==> src/rtl/assert_macros.svh <==
// Assertion macros shared by the frame receiver RTL.
// Depends on nothing; included by the modules that carry checks.
`ifndef ASSERT_MACROS_SVH
`define ASSERT_MACROS_SVH

// Check a property on every rising edge outside of reset.
`define ASSERT_ALWAYS(label, clk, rst_n, prop, msg) \
	label: assert property (@(posedge clk) disable iff (!rst_n) (prop)) else $error(msg);

// Check that a condition in one cycle implies a property in the next.
`define ASSERT_NEXT(label, clk, rst_n, cond, prop, msg) \
	label: assert property (@(posedge clk) disable iff (!rst_n) (cond) |=> (prop)) \
		else $error(msg);

`endif

==> src/rtl/crcfr_pkg.sv <==
// Shared types, constants and the CRC-32 byte step for the frame receiver.
// Depends on nothing; used by crcfr_parser and crc32_frame_receiver.
package crcfr_pkg;

	// Defaults and fixed constants
	localparam int unsigned LengthBitsDefault = 16;
	localparam logic [31:0] CrcInit           = 32'hFFFF_FFFF;
	localparam logic [31:0] CrcPoly           = 32'hEDB8_8320;
	localparam int unsigned CrcBytes          = 4;

	// Configuration register indexes
	localparam logic [1:0] CFG_MIN_LENGTH    = 2'd0;
	localparam logic [1:0] CFG_MAX_LENGTH    = 2'd1;
	localparam logic [1:0] CFG_TIMEOUT_TICKS = 2'd2;

	localparam logic [15:0] MinLengthReset    = 16'd1;
	localparam logic [15:0] MaxLengthReset    = 16'd512;
	localparam logic [31:0] TimeoutTicksReset = 32'd100;

	// Item kinds
	localparam logic CMD_BYTE  = 1'b0;
	localparam logic CMD_TICK  = 1'b1;
	localparam logic KIND_BODY    = 1'b0;
	localparam logic KIND_VERDICT = 1'b1;

	// Verdict codes
	localparam logic [1:0] VERDICT_OK      = 2'd0;
	localparam logic [1:0] VERDICT_BADCRC  = 2'd1;
	localparam logic [1:0] VERDICT_BADLEN  = 2'd2;
	localparam logic [1:0] VERDICT_TIMEOUT = 2'd3;

	typedef struct packed {
		logic       cmd;
		logic [7:0] rx_data;
	} in_item_t;

	typedef struct packed {
		logic        out_kind;
		logic [7:0]  body_byte;
		logic        is_opcode;
		logic [1:0]  verdict;
		logic [15:0] frame_length;
	} out_item_t;

	typedef struct packed {
		logic [15:0] min_length;
		logic [15:0] max_length;
		logic [31:0] timeout_ticks;
	} cfg_t;

	// Reflected CRC-32 update by one byte, one bit per step
	function automatic logic [31:0] crc32_byte(input logic [31:0] crc, input logic [7:0] b);
		logic [31:0] c;
		c = crc ^ {24'd0, b};
		for (int k = 0; k < 8; k++) begin
			c = c[0] ? ((c >> 1) ^ CrcPoly) : (c >> 1);
		end
		return c;
	endfunction

endpackage

==> src/rtl/crc32_frame_receiver.sv <==
// Top level of the length-prefixed frame receiver with CRC-32 check.
// Depends on crcfr_pkg, crcfr_parser and assert_macros.svh.

// Takes one transaction per clock unless in_stall is high: a received byte or
// a time tick. Each transaction is parsed and CRC-updated combinationally;
// its result, if any, goes to the output register, or to the skid register
// while the output stalls. Body bytes are passed on as they arrive, so the
// consumer must hold them until the frame verdict (ok, bad crc, bad length or
// timeout). A skid register behind the output register lets input keep flowing
// while a result waits; in_stall rises only when both are full. Throughput is
// one transaction per cycle while in_stall is low, set by the byte-wide CRC
// step and parser update. Configuration writes take effect on the next cycle
// and are meant for an idle receiver. No clearing pass after reset.
`include "assert_macros.svh"

module crc32_frame_receiver #(
	parameter int unsigned LENGTH_BITS = crcfr_pkg::LengthBitsDefault
) (
	input  logic                 clk,
	input  logic                 arst_n,
	input  logic                 cfg_we,
	input  logic [1:0]           cfg_index,
	input  logic [31:0]          cfg_data,
	input  logic                 in_valid,
	output logic                 in_stall,
	input  crcfr_pkg::in_item_t  in_data,
	output logic                 out_valid,
	input  logic                 out_stall,
	output crcfr_pkg::out_item_t out_data
);
	import crcfr_pkg::*;

	cfg_t      cfg_q;
	logic      fire;
	logic      res_valid;
	out_item_t res;
	logic      out_valid_q;
	out_item_t out_q;
	logic      skid_valid_q;
	out_item_t skid_q;
	logic      out_free;

	// Configuration registers
	always_ff @(posedge clk or negedge arst_n) begin
		if (!arst_n) begin
			cfg_q.min_length    <= MinLengthReset;
			cfg_q.max_length    <= MaxLengthReset;
			cfg_q.timeout_ticks <= TimeoutTicksReset;
		end else if (cfg_we) begin
			unique case (cfg_index)
				CFG_MIN_LENGTH:    cfg_q.min_length    <= cfg_data[15:0];
				CFG_MAX_LENGTH:    cfg_q.max_length    <= cfg_data[15:0];
				CFG_TIMEOUT_TICKS: cfg_q.timeout_ticks <= cfg_data;
				default: begin
				end
			endcase
		end
	end

	assign in_stall = skid_valid_q;
	assign fire     = in_valid && !skid_valid_q;

	crcfr_parser #(
		.LENGTH_BITS(LENGTH_BITS)
	) u_parser (
		.clk      (clk),
		.arst_n   (arst_n),
		.fire     (fire),
		.item     (in_data),
		.cfg      (cfg_q),
		.res_valid(res_valid),
		.res      (res)
	);

	assign out_free = !out_valid_q || !out_stall;

	// Output register with skid stage; refill from skid first to keep order
	always_ff @(posedge clk or negedge arst_n) begin
		if (!arst_n) begin
			out_valid_q  <= 1'b0;
			skid_valid_q <= 1'b0;
		end else if (out_free) begin
			out_valid_q  <= skid_valid_q || res_valid;
			skid_valid_q <= skid_valid_q && res_valid;
		end else if (res_valid) begin
			skid_valid_q <= 1'b1;
		end
	end

	always_ff @(posedge clk) begin
		if (out_free) begin
			out_q <= skid_valid_q ? skid_q : res;
			if (skid_valid_q) begin
				skid_q <= res;
			end
		end else if (res_valid) begin
			skid_q <= res;
		end
	end

	assign out_valid = out_valid_q;
	assign out_data  = out_q;

	`ASSERT_ALWAYS(a_skid_implies_out, clk, arst_n, !skid_valid_q || out_valid_q, "skid holds a transaction while output register is empty")
	`ASSERT_NEXT(a_skid_kept_while_stalled, clk, arst_n, skid_valid_q && out_stall, skid_valid_q && $stable(skid_q), "skid transaction lost while output stalled")

endmodule

==> src/rtl/crcfr_parser.sv <==
// Frame parser: length, body and CRC phases, CRC-32 check and idle timeout.
// Depends on crcfr_pkg and assert_macros.svh; instantiated by crc32_frame_receiver.
`include "assert_macros.svh"

module crcfr_parser #(
	parameter int unsigned LENGTH_BITS = crcfr_pkg::LengthBitsDefault
) (
	input  logic                 clk,
	input  logic                 arst_n,
	input  logic                 fire,
	input  crcfr_pkg::in_item_t  item,
	input  crcfr_pkg::cfg_t      cfg,
	output logic                 res_valid,
	output crcfr_pkg::out_item_t res
);
	import crcfr_pkg::*;

	localparam logic [16:0] LenLimit = (17'd1 << LENGTH_BITS) - 17'd1;
	localparam int unsigned CntW     = LENGTH_BITS + 1;

	typedef enum logic [1:0] {
		PH_LEN_HI = 2'd0,
		PH_LEN_LO = 2'd1,
		PH_BODY   = 2'd2,
		PH_CRC    = 2'd3
	} phase_t;

	phase_t                 phase_q, phase_d;
	logic [15:0]            ann_len_q, ann_len_d;
	logic [LENGTH_BITS-1:0] count_q, count_d;
	logic [31:0]            crc_q, crc_d;
	logic [31:0]            rcv_crc_q, rcv_crc_d;
	logic [31:0]            idle_q, idle_d;

	logic [31:0]    crc_upd;
	logic [CntW-1:0] count_inc;
	logic [31:0]    idle_inc;
	logic [15:0]    len_lo;
	logic [31:0]    rcv_shift;
	logic           clear;

	assign crc_upd   = crc32_byte(crc_q, item.rx_data);
	assign count_inc = {1'b0, count_q} + CntW'(1);
	assign idle_inc  = (idle_q == 32'hFFFF_FFFF) ? idle_q : idle_q + 32'd1;
	assign len_lo    = {ann_len_q[15:8], item.rx_data};
	assign rcv_shift = {rcv_crc_q[23:0], item.rx_data};

	// Next state and result for one transaction
	always_comb begin
		phase_d   = phase_q;
		ann_len_d = ann_len_q;
		count_d   = count_q;
		crc_d     = crc_q;
		rcv_crc_d = rcv_crc_q;
		idle_d    = idle_q;
		clear     = 1'b0;
		res_valid = 1'b0;
		res       = '0;

		if (fire) begin
			if (item.cmd == CMD_TICK) begin
				// Count idle time only while a frame is under way
				if (phase_q != PH_LEN_HI) begin
					idle_d = idle_inc;
					if (idle_inc > cfg.timeout_ticks) begin
						res_valid        = 1'b1;
						res.out_kind     = KIND_VERDICT;
						res.verdict      = VERDICT_TIMEOUT;
						res.frame_length = ann_len_q;
						clear            = 1'b1;
					end
				end
			end else begin
				idle_d = '0;
				unique case (phase_q)
					PH_LEN_HI: begin
						crc_d     = crc_upd;
						ann_len_d = {item.rx_data, 8'd0};
						phase_d   = PH_LEN_LO;
					end
					PH_LEN_LO: begin
						crc_d     = crc_upd;
						ann_len_d = len_lo;
						count_d   = '0;
						if (len_lo < cfg.min_length || len_lo > cfg.max_length ||
						    {1'b0, len_lo} > LenLimit) begin
							res_valid        = 1'b1;
							res.out_kind     = KIND_VERDICT;
							res.verdict      = VERDICT_BADLEN;
							res.frame_length = len_lo;
							clear            = 1'b1;
						end else begin
							phase_d = (len_lo == 16'd0) ? PH_CRC : PH_BODY;
						end
					end
					PH_BODY: begin
						// Pass the byte on; downstream holds it until the verdict
						crc_d         = crc_upd;
						res_valid     = 1'b1;
						res.out_kind  = KIND_BODY;
						res.body_byte = item.rx_data;
						res.is_opcode = (count_q == '0);
						if (17'(count_inc) >= {1'b0, ann_len_q}) begin
							count_d = '0;
							phase_d = PH_CRC;
						end else begin
							count_d = count_inc[LENGTH_BITS-1:0];
						end
					end
					PH_CRC: begin
						rcv_crc_d = rcv_shift;
						count_d   = count_inc[LENGTH_BITS-1:0];
						if (count_inc >= CntW'(CrcBytes)) begin
							res_valid        = 1'b1;
							res.out_kind     = KIND_VERDICT;
							res.verdict      = ((crc_q ^ CrcInit) == rcv_shift) ?
							                   VERDICT_OK : VERDICT_BADCRC;
							res.frame_length = ann_len_q;
							clear            = 1'b1;
						end
					end
					default: begin
						phase_d = PH_LEN_HI;
					end
				endcase
			end
		end
	end

	// Hold parser state; a verdict drops the frame back to reset values
	always_ff @(posedge clk or negedge arst_n) begin
		if (!arst_n) begin
			phase_q   <= PH_LEN_HI;
			ann_len_q <= '0;
			count_q   <= '0;
			crc_q     <= CrcInit;
			rcv_crc_q <= '0;
			idle_q    <= '0;
		end else if (clear) begin
			phase_q   <= PH_LEN_HI;
			ann_len_q <= '0;
			count_q   <= '0;
			crc_q     <= CrcInit;
			rcv_crc_q <= '0;
			idle_q    <= '0;
		end else begin
			phase_q   <= phase_d;
			ann_len_q <= ann_len_d;
			count_q   <= count_d;
			crc_q     <= crc_d;
			rcv_crc_q <= rcv_crc_d;
			idle_q    <= idle_d;
		end
	end

	`ASSERT_ALWAYS(a_idle_clear_between_frames, clk, arst_n, (phase_q != PH_LEN_HI) || (idle_q == '0), "idle count nonzero while waiting for a frame")
	`ASSERT_ALWAYS(a_body_count_in_range, clk, arst_n, (phase_q != PH_BODY) || ({1'b0, count_q} < 17'(ann_len_q)), "body count reached announced length")
	`ASSERT_ALWAYS(a_crc_count_in_range, clk, arst_n, (phase_q != PH_CRC) || (32'(count_q) < 32'(CrcBytes)), "CRC byte count out of range")

endmodule

==> config.mk <==
export PLATFORM = sky130hd
export DESIGN_NAME = crc32_frame_receiver
export DESIGN_NICKNAME = d
export VERILOG_FILES = /design/src/rtl/crcfr_pkg.sv /design/src/rtl/crc32_frame_receiver.sv /design/src/rtl/crcfr_parser.sv
export VERILOG_INCLUDE_DIRS = /design/src /design/src/rtl
export SDC_FILE = /design/constraint.sdc
export NUM_CORES = 1
export LEC_CHECK = 0
export BUFFER_PORTS_ARGS = -buffer_cell sky130_fd_sc_hd__buf_4
export CAP_MARGIN = 0
export CELL_PAD_IN_SITES_DETAIL_PLACEMENT = 1
export CELL_PAD_IN_SITES_GLOBAL_PLACEMENT = 2
export CORE_ASPECT_RATIO = 1.2
export CORE_UTILIZATION = 44
export CTS_CLUSTER_DIAMETER = 200
export CTS_CLUSTER_SIZE = 30
export DETAILED_ROUTE_END_ITERATION = 10
export PLACE_DENSITY = 0.86
export SLEW_MARGIN = 20
export SYNTH_ARGS = -nofsm -noshare
export SYNTH_HDL_FRONTEND = slang
export SYNTH_SLANG_ARGS = --single-unit
==> constraint.sdc <==
create_clock -name clk -period 18.1 [get_ports clk]
set_input_delay 1.81 -clock clk [delete_from_list [all_inputs] [get_ports clk]]
set_output_delay 1.81 -clock clk [all_outputs]
set_load 0.05 [all_outputs]
# Yosys cells after proc, flatten, opt, wreduce, memory -nomap -nowiden
# Index checks and enable logic that the tools add are counted.
# Widths: inputs -> output; s select.
# word_totals
regBits	244
latchBits	0
ram_bits	0
romBits	0
output_inout_bits	30
mem_count	0
# classes
n_addsub	2
n_mul	0
div_mod_pow	0
order_cmp	5
eq_ne	13
n_shift	0
muxes	63
n_bitwise	10
n_reduce_logical	33
# ops
op	n
$mux 32	17
$mux 28	5
$mux 16	7
$not 13->14	8
$mux 24	4
$mux 18	5
$pmux 16 s3	1
$pmux 18 s2	1
$add 32x1->32 const B	1
$eq 32x32->1	1
$eq 32x32->1 const B	1
$gt 32x32->1	1
$logic_not 16->1	2
$not 32->32	1
$pmux 16 s2	1
$xor 32x8->32	1
$mux 9	2
$add 16x1->17 const B	1
$ge 17x16->1	1
$ge 17x3->1 const B	1
$gt 16x16->1	1
$lt 16x16->1	1
$mux 1	12
$reduce_and 3->1	4
other kinds (21)	46

# Logic depth before layout (Yosys ltp)
# logic_depth
word_depth	21
depth_mapped	19
ltp_nobuf	16

# By module
# Synthesis repeated with hierarchy kept, for this count alone.
# unflattened
cells_unflattened	1350
area_unflattened_um2	14640.3
# modules_own_cells
module	instances	cells_each	area_per_inst_um2	seq_area_each_um2
crcfr_parser	1	1117	10121.0	3093.0
crc32_frame_receiver	1	233	4519.3	3339.5

# Worst setup path before layout
# No wires, ideal clock.
# synth_path
kind	register -> register
start	register u_parser.idle_q[0]
end	register skid_q[0] (netlist name) (enable)
setup_ns	0.452
t_arrival_ns	6.285
required_ns	17.648
slack_ns	11.363
path_stages_with_launch	19
path_buffers	3
cell_sequence	dfrtp_1 ha_1 clkbuf_1 and2_1 nand4_1 nor4_1 nor2_1 and4_1 xor2_1 ha_1 nand2_1 nor4_1 a21boi_0 or4_1 a22o_1 clkbuf_1 clkbuf_1 o221ai_1 o21ai_0
# synth_between
elab_chain_len	9
# synth_rtl
element	line_no	text
start, declared	crcfr_parser.sv:33	logic [31:0] idle_q, idle_d;
start signal, assigned	crcfr_parser.sv:152	idle_q <= idle_d;
$add 32x1->32 / $eq 32x32->1 (equally long branches)	crcfr_parser.sv:44	assign idle_inc = (idle_q == 32'hFFFF_FFFF) ? idle_q : idle_q + 32'd1;
$mux 32 *	crcfr_parser.sv:44	
$gt 32x32->1 *	crcfr_parser.sv:65	if (idle_inc > cfg.timeout_ticks) begin
$mux 1 *	crcfr_parser.sv:65	
$mux 1 *	crcfr_parser.sv:63	if (phase_q != PH_LEN_HI) begin
$mux 1 *	crcfr_parser.sv:61	if (item.cmd == CMD_TICK) begin
$mux 1 *	crcfr_parser.sv:60	if (fire) begin
$reduce_bool 2->1 (no source line) *	n/a	
$reduce_and 2->1 (no source line) *	n/a	
end signal, assigned	crc32_frame_receiver.sv:94	skid_q <= res;
end signal, assigned	crc32_frame_receiver.sv:97	skid_q <= res;
end, declared	crc32_frame_receiver.sv:40	out_item_t skid_q;
# Every way passes the cells marked *; elsewhere a longest branch is shown, timed or not.
# A chain may end at the register's enable or synchronous reset.

# Final worst setup path
# layout_path
start	register u_parser.idle_q[0]
end	register u_parser.crc_q[30]
# layout_between
elab_chain_len	9
# layout_rtl
element	line_no	text
$add 32x1->32 / $eq 32x32->1 (equally long branches)	crcfr_parser.sv:44	
$mux 32 *	crcfr_parser.sv:44	
$gt 32x32->1 *	crcfr_parser.sv:65	
$mux 1 *	crcfr_parser.sv:65	
$mux 1 *	crcfr_parser.sv:63	
$mux 1 *	crcfr_parser.sv:61	
$mux 1 *	crcfr_parser.sv:60	
$ne 2x1->1 (no source line) / $reduce_bool 2->1 (equally long branches)	n/a	
$reduce_and 3->1 (no source line)	n/a	
end signal, assigned	crcfr_parser.sv:136	crc_q <= CrcInit;
end signal, assigned	crcfr_parser.sv:143	crc_q <= CrcInit;
end signal, assigned	crcfr_parser.sv:150	crc_q <= crc_d;
end, declared	crcfr_parser.sv:31	logic [31:0] crc_q, crc_d;
# Marks and branches as above.

==> impl_metrics.tcl <==
set metrics [dict create \
    synth_edf_count 56 \
    wl_mm 36.45 \
    syn_nets 1492 \
    dieArea_um2 32160 \
    timing.hold.ws_ps 515.6 \
    synth-simple-area-share_pct 13.81 \
    power_leakage_nw 6.872 \
    syn_avg_cell_area_um2 10.21 \
    fillerInstances 3397 \
    cp_slowest_stage_delay_ps 700 \
    critical_path_peak_fanout 32 \
    synth_top_area_share_pct 27.31 \
    cts_buffers 12 \
    arrival_ps 6060 \
    setup_viol 0 \
    min_delay_path_depth 1 \
    cp_data_required_time_ps 18540 \
    timing.rr.start "u_parser.idle_q[0]" \
    insertedDiodeCount 0 \
    rsz0062_at_grt "no" \
    num-nets-final 1542 \
    power_w 0.001942 \
    ys_seq_elements 244 \
    grt_max_degree 67 \
    synthAdderAreaFrac_pct 8.049 \
    grt_pass1_wl_mm 59.88 \
    status "completed" \
    place_ws_ps 12280 \
    fin_ws_ps 12480 \
    yosysMostFrequentCell "dfrtp_1" \
    wl_per_cell_um 20.17 \
    track_usage_pct 23.68 \
    path_clk_slew_ps 120 \
    yosys_warnings 0 \
    r2r_slack_ps 12480 \
    yosysTopAreaCell "dfrtp_1" \
    worst_r2r_path_depth 17 \
    stdcell_area_um2 15210 \
    cts.htree.levels 1 \
    ios 78 \
    die-width_um 163.9 \
    place_area_um2 14830 \
    place_congestion 0.8396 \
    rr_endpoint "u_parser.crc_q[30]" \
    cts.sinks 244 \
    area_growth_pct 9.930 \
    synth_cell_types 65 \
    synth_flop_cell "dfrtp_1" \
    final.setup.tns_ps 0 \
    async_reset_ff_share_pct 77.05 \
    ir_worst_vdd_uv 121.0 \
    crit_type "reg -> reg" \
    path_cells "ha_1 -> and2_1 -> nand4_1 -> nor2_1 -> nand4_1 -> xnor2_1 -> ha_1 -> nand4_1 -> nor4_1 -> inv_1 -> a211oi_1 -> a22o_1 -> buf_4 -> nand3_1 -> nor2_2 -> buf_4 -> a21oi_1" \
    hpwl_mm 26.70 \
    powerDensity_nw_per_um2 127.7 \
    cts_resized 0 \
    skew_ps 48.66 \
    cp_common_cell "nand4_1" \
    grt_overflow 0 \
    vias_per_cell 5.702 \
    timing.final.crit_share_pct 31.05 \
    syn_area_um2 13830 \
    relSlewSlack_pct 26.13 \
    worst_pin_slew_ps 1100 \
    numPortBuffers 77 \
    synth_top_family_by_area "compound AO/OA/AOI/OAI gates" \
    crit_path_start_kind "register" \
    ant_nets 0 \
    first_pass_iters 7 \
    antenna_found_initial 0 \
    hold_viol 0 \
    vias 10304 \
    synth_compound_area_share_pct 14.81 \
    core_um2 30740 \
    hp-class "reg -> reg" \
    hold_start "cfg_q[42]" \
    slew_violations 0 \
    postCtsSetupBuffers 0 \
    netlist_instances 1355 \
    hold_end "cfg_q[42]" \
    slowest_stage "nor4_1" \
    finalCriticalPeriod_ps 5620 \
    drv_cap 0 \
    cts_tree "built" \
    clk_latency_ps 530 \
    grt_pass1_vias 10960 \
    cts_max_path_buffers 3 \
    rows 70 \
    muxShareOfSynthArea_pct 4.151 \
    ys_seq_area_share_pct 46.50 \
    drtIter0Drc 511 \
    root_buffer "clkbuf_16" \
    synth_xor_area_share_pct 8.357 \
    drive_gt1_share_pct 15.38 \
    fmax_mhz 178.0 \
    initial_core_util_pct 45.00 \
    synth_area_leaders "dfrtp_1 27%, edfxtp_1 12%, ha_1 8.0%" \
    cts_hold_buf 0 \
    worst_setup_path_end_kind "register" \
    drc 0 \
    synth_top_cells_by_count "151 x dfrtp_1, 99 x inv_1, 91 x nand2_1" \
    die_y_um 196.2 \
]
## worst max-delay path, delay by kind of cell (launching register included)
kind            cells  cell delay [ps]
compound gates      3              610
xor+xnor            1              180
fa+ha+maj           2              660
buf+inv             3              820
flops               1              470
simple gates        8             2750
## logic make-up after synthesis
logic type,Yosys count
and+or+nand+nor,376
AOI/OAI and AO/OA,308
DFF,244
buffers and inverters,155
xor gates and xnor gates,132
adders and majority gates,89
muxes,51
## flip-flops by register name, summed over array words and instances, names as in the netlist
name                flops
cfg_q                  64
in_stall                1
out_data               28
out_valid               1
skid_q                 28
u_parser.ann_len_q     16
u_parser.count_q       16
u_parser.crc_q         32
u_parser.idle_q        32
u_parser.phase_q        2
u_parser.rcv_crc_q     24
## per-stage QoR
step | cells | util, %
after global routing | 1807 | 49.47
after CTS | 1807 | 49.43
after global placement | 1787 | 48.23
final | 1807 | 49.47
after floorplan | 1355 | -
after detailed placement | 1787 | 48.23
## routing by layer
layer	vias to the layer above	global-route usage, %	share of wire, %
li1	4902	-	-
met5	-	0	0
met1	5211	30.83	44
met4	0	5.761	2.1
met3	51	2.516	3.0
met2	140	41.79	50
## cells in the final DEF, fill, tap and decap left out, drive strengths merged, types with 3 or more instances in the layout
master   count
dfrtp      151
inv         99
nand2       92
buf         91
ha          89
nor2        87
o21ai       78
a21oi       70
xnor2       67
xor2        65
edfxtp      56
mux2        51
a21o        40
a22o        38
dfstp       37
nand3       33
nand4       33
and2        25
nor3        21
clkbuf      19
nor4        18
nand2b      17
a211oi      14
a22oi       12
and3        11
a31oi       11
a32o        10
and4         7
or3          7
o22ai        6
or2          5
nor3b        5
nor2b        4
o21a         4
nand3b       4
o21bai       4
o31ai        4
o211ai       3
a2111oi      3
o41ai        3
## power by group
| group | leakage (nW) | total, W | internal (W) | switching (W) |
|---|---|---|---|---|
| logic | 3.75 | 0.000817 | 0.000335 | 0.000482 |
| registers | 2.95 | 0.000807 | 0.000700 | 0.000107 |
| clock network | 0.173 | 0.000318 | 0.000131 | 0.000187 |
| total | 6.87 | 0.00194 | 0.00117 | 0.000777 |
## how the worst max path moves through the flow
stage / from / to
after floorplan: u_parser.idle_q[0] / skid_q[0]
after global placement: u_parser.idle_q[0] / u_parser.crc_q[31]
after detailed placement: u_parser.idle_q[0] / u_parser.crc_q[31]
after CTS: u_parser.idle_q[0] / u_parser.crc_q[31]
after global routing: u_parser.idle_q[0] / u_parser.crc_q[31]
final: u_parser.idle_q[0] / u_parser.crc_q[30]
## final cells by class
cell class / count / area [um2] / area share, %
multi-input cells: 956 / 6843 / 44.99
flip-flops and latches: 244 / 6432 / 42.30
repair buffers: 92 / 696.9 / 4.582
well taps: 396 / 495.5 / 3.258
inverters: 99 / 371.6 / 2.443
clock buffers: 18 / 322.8 / 2.123
clock inverters: 2 / 46.29 / 0.3044
Note: power is estimated with default switching activity, not from simulation.
